===== config.mk =====
export PLATFORM = sky130hd
export DESIGN_NAME = cbd_ctrl
export DESIGN_NICKNAME = d
export VERILOG_FILES = /design/src/design/cbd_pkg.sv /design/src/design/cbd_ctrl.sv
export SDC_FILE = /design/constraint.sdc
export NUM_CORES = 1
export LEC_CHECK = 0
export BUFFER_PORTS_ARGS = -buffer_cell sky130_fd_sc_hd__buf_2
export CORE_ASPECT_RATIO = 0.7
export CORE_UTILIZATION = 25
export CTS_CLUSTER_DIAMETER = 80
export CTS_CLUSTER_SIZE = 10
export DETAILED_ROUTE_END_ITERATION = 8
export SETUP_SLACK_MARGIN = 0.2
export SLEW_MARGIN = 10
export SYNTH_ARGS = -nofsm -noshare
export SYNTH_HDL_FRONTEND = slang
export SYNTH_SLANG_ARGS = --single-unit

===== constraint.sdc =====
create_clock -name clk -period 2.97 [get_ports clk]
set_clock_uncertainty 0.05 [all_clocks]
set_input_delay 0.594 -clock clk [delete_from_list [all_inputs] [get_ports clk]]
set_output_delay 0.594 -clock clk [all_outputs]
set_load 0.02 [all_outputs]

===== src/design/cbd_pkg.sv =====
// shared types, constants and helpers for the constrained blend diffusion block
// no dependencies; compiled first
package cbd_pkg;

  localparam int PIX_BITS      = 16;
  localparam int NUM_PROJ      = 4;
  localparam int MAP_BITS      = 8;
  localparam int TAPS          = 5;
  localparam int MAX_WIDTH_DEF = 2048;
  localparam int MAX_HEIGHT    = 4096;
  localparam int CHANGE_LIMIT  = 32;
  localparam int SCALE60       = 60;
  localparam int SUM_BITS      = PIX_BITS + 3;
  localparam int WEIGHT_BITS   = 6;
  localparam int V60_BITS      = 24;
  localparam int DIV_NW        = 38;
  localparam int DIV_DW        = 24;
  localparam int DIV_QW        = PIX_BITS;
  localparam int CHAN_BITS     = 2;
  localparam int CNT_BITS      = 3;
  localparam int GEO_BITS      = 14;
  localparam int ROW_BITS      = 12;
  localparam int CFG_IDX_BITS  = 3;
  localparam int CFG_DATA_BITS = 16;

  localparam logic [CFG_IDX_BITS-1:0] REG_MODE        = 3'd0;
  localparam logic [CFG_IDX_BITS-1:0] REG_ACTIVE      = 3'd1;
  localparam logic [CFG_IDX_BITS-1:0] REG_WIDTH       = 3'd2;
  localparam logic [CFG_IDX_BITS-1:0] REG_HEIGHT      = 3'd3;
  localparam logic [CFG_IDX_BITS-1:0] REG_CODE_NONE   = 3'd4;
  localparam logic [CFG_IDX_BITS-1:0] REG_CODE_SINGLE = 3'd5;
  localparam logic [CFG_IDX_BITS-1:0] REG_BLEND_MAX   = 3'd6;

  localparam logic MODE_SMOOTH = 1'b0;
  localparam logic MODE_BLEND  = 1'b1;

  localparam logic [2:0] TAP_OLD    = 3'd0;
  localparam logic [2:0] TAP_DOWN   = 3'd1;
  localparam logic [2:0] TAP_LEFT   = 3'd2;
  localparam logic [2:0] TAP_RIGHT  = 3'd3;
  localparam logic [2:0] TAP_CENTER = 3'd4;

  typedef struct packed {
    logic [MAP_BITS-1:0] map_code;
    logic [PIX_BITS-1:0] value_0;
    logic [PIX_BITS-1:0] value_1;
    logic [PIX_BITS-1:0] value_2;
    logic [PIX_BITS-1:0] value_3;
    logic [PIX_BITS-1:0] limit_0;
    logic [PIX_BITS-1:0] limit_1;
    logic [PIX_BITS-1:0] limit_2;
    logic [PIX_BITS-1:0] limit_3;
    logic [PIX_BITS-1:0] target_sum;
  } pix_in_t;

  typedef struct packed {
    logic [PIX_BITS-1:0] out_0;
    logic [PIX_BITS-1:0] out_1;
    logic [PIX_BITS-1:0] out_2;
    logic [PIX_BITS-1:0] out_3;
    logic                written;
    logic                frame_last;
    logic                updated;
  } pix_out_t;

  typedef logic [NUM_PROJ-1:0][PIX_BITS-1:0] lanes_t;

  typedef struct packed {
    logic [MAP_BITS-1:0] map;
    lanes_t              val;
  } line_word_t;

  typedef struct packed {
    lanes_t              lim;
    logic [PIX_BITS-1:0] sum;
  } lim_word_t;

  typedef struct packed {
    logic                 cap_in;
    logic                 rd_en;
    logic [2:0]           rd_tap;
    logic                 avg_start;
    logic                 avg_save;
    logic                 mul_en;
    logic                 scl_start;
    logic                 scl_save;
    logic                 chg_en;
    logic                 finish;
    logic                 out_load;
    logic [CHAN_BITS-1:0] chan;
  } cmd_t;

  typedef struct packed {
    logic                interior;
    logic                covered;
    logic                rescale;
    logic [CNT_BITS-1:0] na;
    logic                div_done;
    logic                div_busy;
  } sts_t;

  // 60 / tap count, so a sum times this weight is the average scaled by 60
  function automatic logic [WEIGHT_BITS-1:0] tap_weight(input logic [CNT_BITS-1:0] cnt);
    logic [WEIGHT_BITS-1:0] w;
    case (cnt)
      3'd1:    w = 6'd60;
      3'd2:    w = 6'd30;
      3'd3:    w = 6'd20;
      3'd4:    w = 6'd15;
      3'd5:    w = 6'd12;
      default: w = 6'd0;
    endcase
    return w;
  endfunction

endpackage


===== src/design/cbd_ctrl.sv =====
// controller state machine sequencing reads, averages, rescale and result delivery
// depends on cbd_pkg
module cbd_ctrl (
  input  logic          clk,
  input  logic          rst,
  input  logic          in_valid,
  output logic          in_ready,
  output logic          out_valid,
  input  logic          out_ready,
  output cbd_pkg::cmd_t cmd,
  input  cbd_pkg::sts_t sts
);
  import cbd_pkg::*;

  typedef enum logic [3:0] {
    S_IDLE, S_READ, S_LAST, S_CHECK, S_AVG, S_AVW, S_AVG_END,
    S_MUL, S_SCL, S_SCW, S_CHG, S_DONE
  } state_t;

  state_t               state;
  logic [2:0]           tap;
  logic [CHAN_BITS-1:0] chan;
  logic                 last_chan;

  assign last_chan = (CNT_BITS'(chan) + CNT_BITS'(1)) == sts.na;
  assign in_ready  = (state == S_IDLE);

  always_comb begin
    cmd        = '0;
    cmd.chan   = chan;
    cmd.rd_tap = tap;
    unique case (state)
      S_IDLE:  cmd.cap_in    = in_valid;
      S_READ:  cmd.rd_en     = 1'b1;
      S_AVG:   cmd.avg_start = 1'b1;
      S_AVW:   cmd.avg_save  = sts.div_done;
      S_MUL:   cmd.mul_en    = 1'b1;
      S_SCL:   cmd.scl_start = 1'b1;
      S_SCW:   cmd.scl_save  = sts.div_done;
      S_CHG:   cmd.chg_en    = 1'b1;
      S_DONE: begin
        cmd.finish   = !(sts.interior && out_valid && !out_ready);
        cmd.out_load = cmd.finish && sts.interior;
      end
      default: ;
    endcase
  end

  always_ff @(posedge clk) begin
    if (rst) begin
      state     <= S_IDLE;
      tap       <= '0;
      chan      <= '0;
      out_valid <= 1'b0;
    end else begin
      if (cmd.out_load) out_valid <= 1'b1;
      else if (out_ready) out_valid <= 1'b0;
      unique case (state)
        S_IDLE: begin
          if (in_valid) begin
            tap   <= TAP_OLD;
            state <= S_READ;
          end
        end
        S_READ: begin
          if (tap == TAP_CENTER) state <= S_LAST;
          else tap <= tap + 1'b1;
        end
        S_LAST:  state <= S_CHECK;
        S_CHECK: begin
          chan <= '0;
          if (sts.interior && sts.covered) state <= S_AVG;
          else state <= S_DONE;
        end
        S_AVG: state <= S_AVW;
        S_AVW: begin
          if (sts.div_done) begin
            if (last_chan) begin
              state <= S_AVG_END;
            end else begin
              chan  <= chan + 1'b1;
              state <= S_AVG;
            end
          end
        end
        S_AVG_END: begin
          chan <= '0;
          if (sts.rescale) state <= S_MUL;
          else state <= S_CHG;
        end
        S_MUL: state <= S_SCL;
        S_SCL: state <= S_SCW;
        S_SCW: begin
          if (sts.div_done) begin
            if (last_chan) begin
              state <= S_CHG;
            end else begin
              chan  <= chan + 1'b1;
              state <= S_MUL;
            end
          end
        end
        S_CHG:  state <= S_DONE;
        S_DONE: if (cmd.finish) state <= S_IDLE;
        default: state <= S_IDLE;
      endcase
    end
  end

endmodule


==> results.json, run 1 <==
{
  "chipHeight_um": 50.23,
  "cts.htree.levels": 1,
  "fin_crit_sh": 0.8084,
  "coreArea_um2": 3148,
  "final_cell_mix": "27 x buf_2, 10 x nor2_1, 10 x nand2_1, 10 x dfxtp_1, 9 x nor3_1",
  "area_growth_pct": 25.00,
  "cap_violations": 0,
  "critPathLaunchType": "flop",
  "worstHoldEndpoint": "chan[1]",
  "hold_violations": 0,
  "final.setup.worst_slack_ns": 0.5690,
  "layout-drive-gt1-share": 0.2741,
  "vias": 885,
  "crit_type": "flop to output pin",
  "end_kind": "output pin",
  "row_count": 17,
  "final_util": 0.3299,
  "hpwl_um": 1642,
  "postCtsSetupRepairBufs": 0,
  "dr.first_iter.drc_count": 57,
  "wire_per_inst_um": 12.47,
  "path_buf_inv": 1,
  "antenna_found_initial": 0,
  "fin_cells": 173,
  "cpPeakStageDelay_ns": 0.68,
  "reg2reg_setup_slack_ns": 0.88,
  "clkTransAtPathRegs_ns": 0.06,
  "drc": 0,
  "synth_seq_area_share": 0.2410,
  "clock-sinks": 10,
  "min_path_type": "flop to flop",
  "wirelength_um": 2158,
  "dp_slack_ns": 0.8511,
  "synthCells": 111,
  "numCtsBuffers": 3,
  "hold_start": "chan[1]",
  "multi_input_area_um2": 574.3,
  "port_buffers": 27,
  "diodes": 0,
  "reg2regPathDepth": 5,
  "die_w_um": 70.90,
  "worstPathCellList": "nand2_1, nor3_1, and2_1, buf_2",
  "via_per_inst": 5.116,
  "grt_usage": 0.1334,
  "hold_buffers": 0,
  "syn_avg_cell_area_um2": 7.485,
  "clk_latency_ns": 0.25,
  "leakage_nw": 0.4450,
  "clock_path_buffers": 2,
  "ys_warn_count": 0,
  "nets": 151,
  "tightest_slew_ns": 0.7263,
  "async_flop_share": 0,
  "die_area_um2": 3561,
  "tns_ns": 0,
  "grt_max_degree": 20,
  "postLayoutCellArea_um2": 1039,
  "place_inst": 169,
  "drv_slew": 0,
  "synth_cell_types": 35,
  "whs_ns": 0.4503,
  "required_ns": 2.33,
  "relSlewSlack": 0.5151,
  "first_global_vias": 851,
  "worstPathArrival_ns": 1.76,
  "final_common_cell": "buf_2",
  "rr_startpoint": "state[3]",
  "crit_slowest_cell": "dfxtp_1",
  "power_density_nw_per_um2": 552.9,
  "cts_tree": "yes",
  "grt_pass1_wl_um": 3774,
  "p_total_mw": 0.5742,
  "ant_nets": 0,
  "cp_max_fo": 15,
  "fill_cells": 354,
  "hold_depth": 2,
  "crit_family": "flip-flops",
  "syn-num-nets": 126,
  "rr_endpoint": "state[1]",
  "synth_flop_cell": "dfxtp_1",
  "irDropWorstVdd_uv": 142.0,
  "finalCriticalPeriod_ns": 2.401,
  "place.gp.congestion": 0.7850,
  "overflow": 0,
  "io_pins": 29,
  "placed_cell_area_um2": 983.4,
  "rsz0062_at_grt": "false",
  "dr.pass1.iters": 6,
  "setup_viol": 0,
  "synth-edff-count": 0,
  "cts_resized": 0,
  "regArea_um2": 200.2,
  "clock.fmax_ghz": 0.4165,
  "clockRootBuffer": "clkbuf_8",
  "initial_core_util": 0.2639,
  "outcome": "completed",
  "synth-seq-cells": 10,
  "syn_area_um2": 830.8
}
[routing by layer]
| metal | global-route usage | wire, um | up-vias |
|---|---|---|---|
| met5 | 0 | 0 | - |
| met4 | 0.09333 | 35 | 0 |
| met3 | 0.02209 | 163 | 4 |
| met2 | 0.2003 | 983 | 35 |
| met1 | 0.1750 | 976 | 403 |
| li1 | - | - | 443 |
[where the power goes]
group | total, mW | leakage (nW) | switching [mW] | internal, mW
clock network | 0.184 | 0.0288 | 0.0663 | 0.117
logic | 0.211 | 0.335 | 0.117 | 0.0944
registers | 0.179 | 0.0811 | 0.0330 | 0.146
[cells in the mapped netlist (2+ instances only)]
library cell,instances,area share
nand2_1,10,0.045
buf_2,3,0.018
o211ai_1,2,0.018
clkbuf_1,4,0.018
inv_1,4,0.018
nor4_1,3,0.023
o22ai_1,2,0.015
o32ai_1,2,0.021
or3_1,3,0.023
nor3_1,9,0.054
and2_1,3,0.023
xor2_1,4,0.042
nand3_1,3,0.018
a31oi_1,2,0.015
o21bai_1,2,0.018
a21oi_1,8,0.048
dfxtp_1,10,0.24
a21o_1,2,0.018
nor2_1,10,0.045
ha_1,3,0.045
nand2b_1,6,0.045
xnor2_1,3,0.032
[worst max-delay path by stage]
stage	start	end	cells after the start
after floorplan	state[1]	cmd[14]	4
after global placement	state[0]	cmd[5]	4
after detailed placement	state[0]	cmd[5]	4
after CTS	state[0]	cmd[5]	4
after global routing	state[0]	cmd[5]	4
final	state[0]	cmd[5]	4
[worst reg2reg max path, cell delays in order, from the launching register on]
cell       delay [ns]
dfxtp_1          0.65
nand2b_4         0.29
a2111oi_4        0.09
or4_4            0.58
a211o_1          0.25
a21oi_2          0.12
[registers in the layout (all words and copies together) (netlist names)]
signal	flops
state	4
tap	3
chan	2
out_valid	1
[area by class of cell]
type,count,share of cell area
inverters,5,0.01807
repair buffers,28,0.1373
clock buffers,4,0.05301
well taps,38,0.04578
multi-input cells,88,0.5530
flip-flops and latches,10,0.1928
[logic make-up (layout without fill, tap and decap cells)]
group	after synthesis	in the layout	share of synthesized area
AND/OR/NAND/NOR	52	52	0.3328
AO/OA/AOI/OAI	25	25	0.2274
buffers and inverters	13	37	0.06775
flip-flops	10	10	0.2410
XOR/XNOR	7	7	0.07380
adder cells (fa/ha/maj)	3	3	0.04519
multiplexers	1	1	0.01205
(Power assumes the default switching activity.)
==> run 2: changes to the inputs <==
Clock period 2.97 ns to 2.25 ns, I/O delays scaled along.
==> run 2 against run 1 <==
Net effect: register-to-register slack got worse by 0.53 ns; largest power group unchanged; combinational power is 46% higher; flip-flop and latch count stayed put; the flow now finishes with violations (design-rule violations).
==> results.json, run 2 (synthesis gave the netlist of run 1 again) <==
{
  "final_common_cell": "buf_2",
  "rr_startpoint": "chan[0]",
  "wirelength_um": 2163,
  "violations": "design-rule violations",
  "grt_max_degree": 14,
  "initial_core_util": 0.2639,
  "end_kind": "flop",
  "final_util": 0.3446,
  "clock.fmax_ghz": 0.5250,
  "coreArea_um2": 3148,
  "cp-startpoint": "chan[0]",
  "overflow": 0,
  "chipHeight_um": 50.23,
  "dr.pass1.iters": 6,
  "die_area_um2": 3561,
  "via_per_inst": 4.977,
  "leakage_nw": 0.4728,
  "setup_viol": 0,
  "hold_start": "chan[1]",
  "hpwl_um": 1662,
  "drv_slew": 0,
  "grt_pass1_wl_um": 3677,
  "hold_violations": 0,
  "wire_per_inst_um": 12.22,
  "relSlewSlack": 0.7030,
  "biggestRegsByFlops": "state: 4 flops, tap: 3 flops, chan: 2 flops",
  "hold_depth": 2,
  "finalCriticalPeriod_ns": 1.905,
  "port_buffers": 27,
  "dr.first_iter.drc_count": 32,
  "postLayoutCellArea_um2": 1085,
  "min_path_type": "flop to flop",
  "drc": 2,
  "ant_nets": 0,
  "clkTransAtPathRegs_ns": 0.05,
  "top_register": "state",
  "final_cell_mix": "27 x buf_2, 10 x nor2_1, 10 x nand2_1",
  "diodes": 0,
  "reg2regPathDepth": 6,
  "area_growth_pct": 30.57,
  "tightest_slew_ns": 0.4455,
  "worstPathArrival_ns": 1.97,
  "rsz0062_at_grt": "false",
  "clockRootBuffer": "clkbuf_8",
  "irDropWorstVdd_uv": 254.2,
  "layout-drive-gt1-share": 0.3381,
  "numCtsBuffers": 3,
  "io_pins": 29,
  "die_w_um": 70.90,
  "vias": 881,
  "outcome": "finished with violations",
  "crit_type": "flop to flop",
  "first_global_vias": 806,
  "fin_crit_sh": 0.8465,
  "cap_violations": 0,
  "row_count": 17,
  "cts_tree": "yes",
  "fin_cells": 177,
  "grt_usage": 0.1323,
  "largest_register_ffs": 4,
  "clock_path_buffers": 2,
  "critPathLaunchType": "flop",
  "cp_max_fo": 5,
  "clock-sinks": 10,
  "place_inst": 173,
  "required_ns": 2.32,
  "placed_cell_area_um2": 1020,
  "cts.htree.levels": 1,
  "clk_latency_ns": 0.24,
  "nets": 155,
  "postCtsSetupRepairBufs": 0,
  "power_density_nw_per_um2": 713.2,
  "tns_ns": 0,
  "place.gp.congestion": 0.8703,
  "antenna_found_initial": 0
}
==> run 2: final cells by class <==
cell class | count | area, um^2
multi-input combinational | 88 | 585.6
sequential | 10 | 205.2
inverter | 5 | 18.77
tap | 38 | 47.55
fill | 350 | 2063
clock buffer | 4 | 55.05
timing repair buffer | 32 | 172.7
==> run 2: worst max-delay path, stage by stage, from the launching register on <==
cell and delay (ns):
dfxtp_1 0.40, ha_1 0.28, xor2_1 0.17, or3_1 0.43
a21o_1 0.21, o21bai_1 0.14, a31oi_1 0.10
==> run 2: worst paths after layout <==
| path | endpoint | slack, ns |
|---|---|---|
| hold / removal | chan[1] | 0.45 |
| setup / recovery | state[0] | 0.35 |
| hold reg to reg | chan[1] | 0.45 |
| setup reg to reg | state[0] | 0.35 |
==> run 2: where the power goes <==
group	switching [mW]	internal [mW]
clock	0.0788	0.155
combinational	0.169	0.139
sequential	0.0367	0.195
==> run 2: what timing repair did <==
item,in CTS,in global routing
cloned,0,0
endpoints found under the setup margin,2,3
gates resized for setup,2,3
endpoints found under the hold margin,0,0
hold buffers,0,0
==> run 2: metrics by stage <==
stage	hold slack (ns)	setup slack [ns]	power, mW
2_1_floorplan	0.5032	0.2870	0.4583
3_3_place_gp	0.4297	0.3369	0.5344
3_5_place_dp	0.4427	0.3341	0.5385
4_1_cts	0.4495	0.2503	0.7759
5_1_grt	0.4783	0.2037	0.8245
6_report	0.4474	0.3454	0.7736
==> run 2: routing by layer <==
layer	wire (um)	global-route usage
met1	1120	0.1884
met2	926	0.1891
met3	87	0.02811
met4	28	0.06000
met5	0	0
==> run 3: changes to the inputs <==
Clock period 2.25 ns to 1.87 ns, I/O delays scaled along.
==> run 3 against run 2 <==
Net effect: the run now ends clean; critical path depth unchanged; register-to-register slack got worse by 0.19 ns; cell area increased by 34%; cell count increased by 12%; combinational power increased by 73%; non-clock buffer count increased by 21; global-route usage increased by 2.5 points; worst hold slack got worse by 0.069 ns; utilization increased by 12 points; critical endpoint unchanged; via count increased by 14%; routed wire length increased by 29%; maximum frequency increased by 11%.
==> results.json, run 3 (synthesis gave the netlist of run 1 again) <==
{
  "drv_slew": 0,
  "cp_max_fo": 4,
  "clk_latency_ns": 0.24,
  "cts.htree.levels": 1,
  "drc": 0,
  "placed_cell_area_um2": 1116,
  "first_global_vias": 931,
  "largest_register_ffs": 4,
  "numCtsBuffers": 3,
  "reg2reg_setup_slack_ns": 0.15,
  "clock.fmax_ghz": 0.5821,
  "crit_type": "flop to flop",
  "fin_cells": 198,
  "area_growth_pct": 74.85,
  "final_common_cell": "buf_4",
  "rsz0062_at_grt": "true",
  "port_buffers": 27,
  "grt_max_degree": 12,
  "cts_tree": "yes",
  "final_util": 0.4614,
  "outcome": "completed",
  "reg2regPathDepth": 6,
  "grt_usage": 0.1571,
  "finalCriticalPeriod_ns": 1.718,
  "grt_pass1_wl_um": 4360,
  "die_w_um": 70.90,
  "worstHoldEndpoint": "out_valid",
  "biggestRegsByFlops": "state: 4 flops, tap: 3 flops, chan: 2 flops",
  "vias": 1002,
  "coreArea_um2": 3148,
  "io_pins": 29,
  "min_path_type": "input pin to flop",
  "dp_slack_ns": 0.07971,
  "diodes": 0,
  "top_register": "state",
  "final_cell_mix": "24 x buf_4, 19 x buf_2, 9 x buf_6",
  "hpwl_um": 1819,
  "clockRootBuffer": "clkbuf_8",
  "clock-sinks": 10,
  "initial_core_util": 0.2639,
  "hold_start": "out_ready",
  "dr.pass1.iters": 6,
  "place.gp.congestion": 0.8844,
  "worstPathArrival_ns": 1.78,
  "row_count": 17,
  "wire_per_inst_um": 14.12,
  "place_inst": 180,
  "postLayoutCellArea_um2": 1453,
  "rr_startpoint": "chan[0]",
  "rr_endpoint": "state[0]",
  "end_kind": "flop",
  "leakage_nw": 0.6116,
  "cap_violations": 0,
  "power_density_nw_per_um2": 747.8,
  "relSlewSlack": 0.7562,
  "irDropWorstVdd_uv": 258.4,
  "hold_violations": 0,
  "tightest_slew_ns": 0.3606,
  "chipHeight_um": 50.23,
  "hold_buffers": 0,
  "die_area_um2": 3561,
  "required_ns": 1.93,
  "clock_path_buffers": 2,
  "wirelength_um": 2796,
  "clkTransAtPathRegs_ns": 0.05,
  "hold_depth": 3,
  "fill_cells": 315,
  "fin_crit_sh": 0.9187,
  "antenna_found_initial": 0,
  "tns_ns": 0,
  "dr.first_iter.drc_count": 47,
  "setup_viol": 0,
  "via_per_inst": 5.061,
  "critPathLaunchType": "flop",
  "nets": 176,
  "layout-drive-gt1-share": 0.5750,
  "overflow": 0,
  "ant_nets": 0,
  "final.setup.worst_slack_ns": 0.1520
}
-- run 3: worst max-delay path, cell delays in order, from the launching register on --
cell and delay [ns]:
dfxtp_4 0.36, ha_4 0.24, xor2_1 0.17, or3_4 0.36, a21o_1 0.18, o21bai_1 0.13, a31oi_1 0.10
-- run 3: per-stage QoR --
| step | hold slack (ns) | power, mW |
|---|---|---|
| 3_3_place_gp | 0.4258 | 0.6794 |
| 5_1_grt | 0.4095 | 1.145 |
| 6_report | 0.3787 | 1.086 |
| 3_5_place_dp | 0.4335 | 0.6892 |
| 4_1_cts | 0.3846 | 1.027 |
| 2_1_floorplan | 0.4522 | 0.5676 |
-- run 3: worst max-delay path by stage --
stage                  start  depth (start not counted)  endpoint
floorplan            chan[0]                          6  state[0]
global placement      sts[1]                          6  state[1]
detailed placement    sts[1]                          6  state[1]
CTS                 state[2]                          6    cmd[2]
global route        state[2]                          6    cmd[2]
finish               chan[0]                          6  state[0]
-- run 3: routing by layer --
layer,track usage,part of all wire,up-vias
met2,0.2404,0.46,34
met3,0.03213,0.053,9
met1,0.2131,0.46,465
met4,0.07000,0.026,0
met5,0,0,-
li1,-,-,494
-- run 3: cell type report --
class / count / area (um^2) / share of cell area
tap: 38 / 47.55 / 0.03273
inverter: 5 / 18.77 / 0.01292
sequential: 10 / 227.7 / 0.1568
clock buffer: 4 / 55.05 / 0.03790
multi-input combinational: 88 / 711.9 / 0.4901
timing repair buffer: 53 / 391.6 / 0.2696
-- run 3: where the power goes --
| group | switching [mW] | total (mW) | internal [mW] |
|---|---|---|---|
| logic | 0.265 | 0.534 | 0.269 |
| registers | 0.0435 | 0.280 | 0.236 |
| clock network | 0.0876 | 0.273 | 0.185 |
-- run 3: what timing repair did --
item | 4_1_cts | 5_1_grt
gates resized for setup | 30 | 18
buffers inserted | 9 | 5
setup endpoints to repair | 14 | 15
pin swaps | 7 | 9
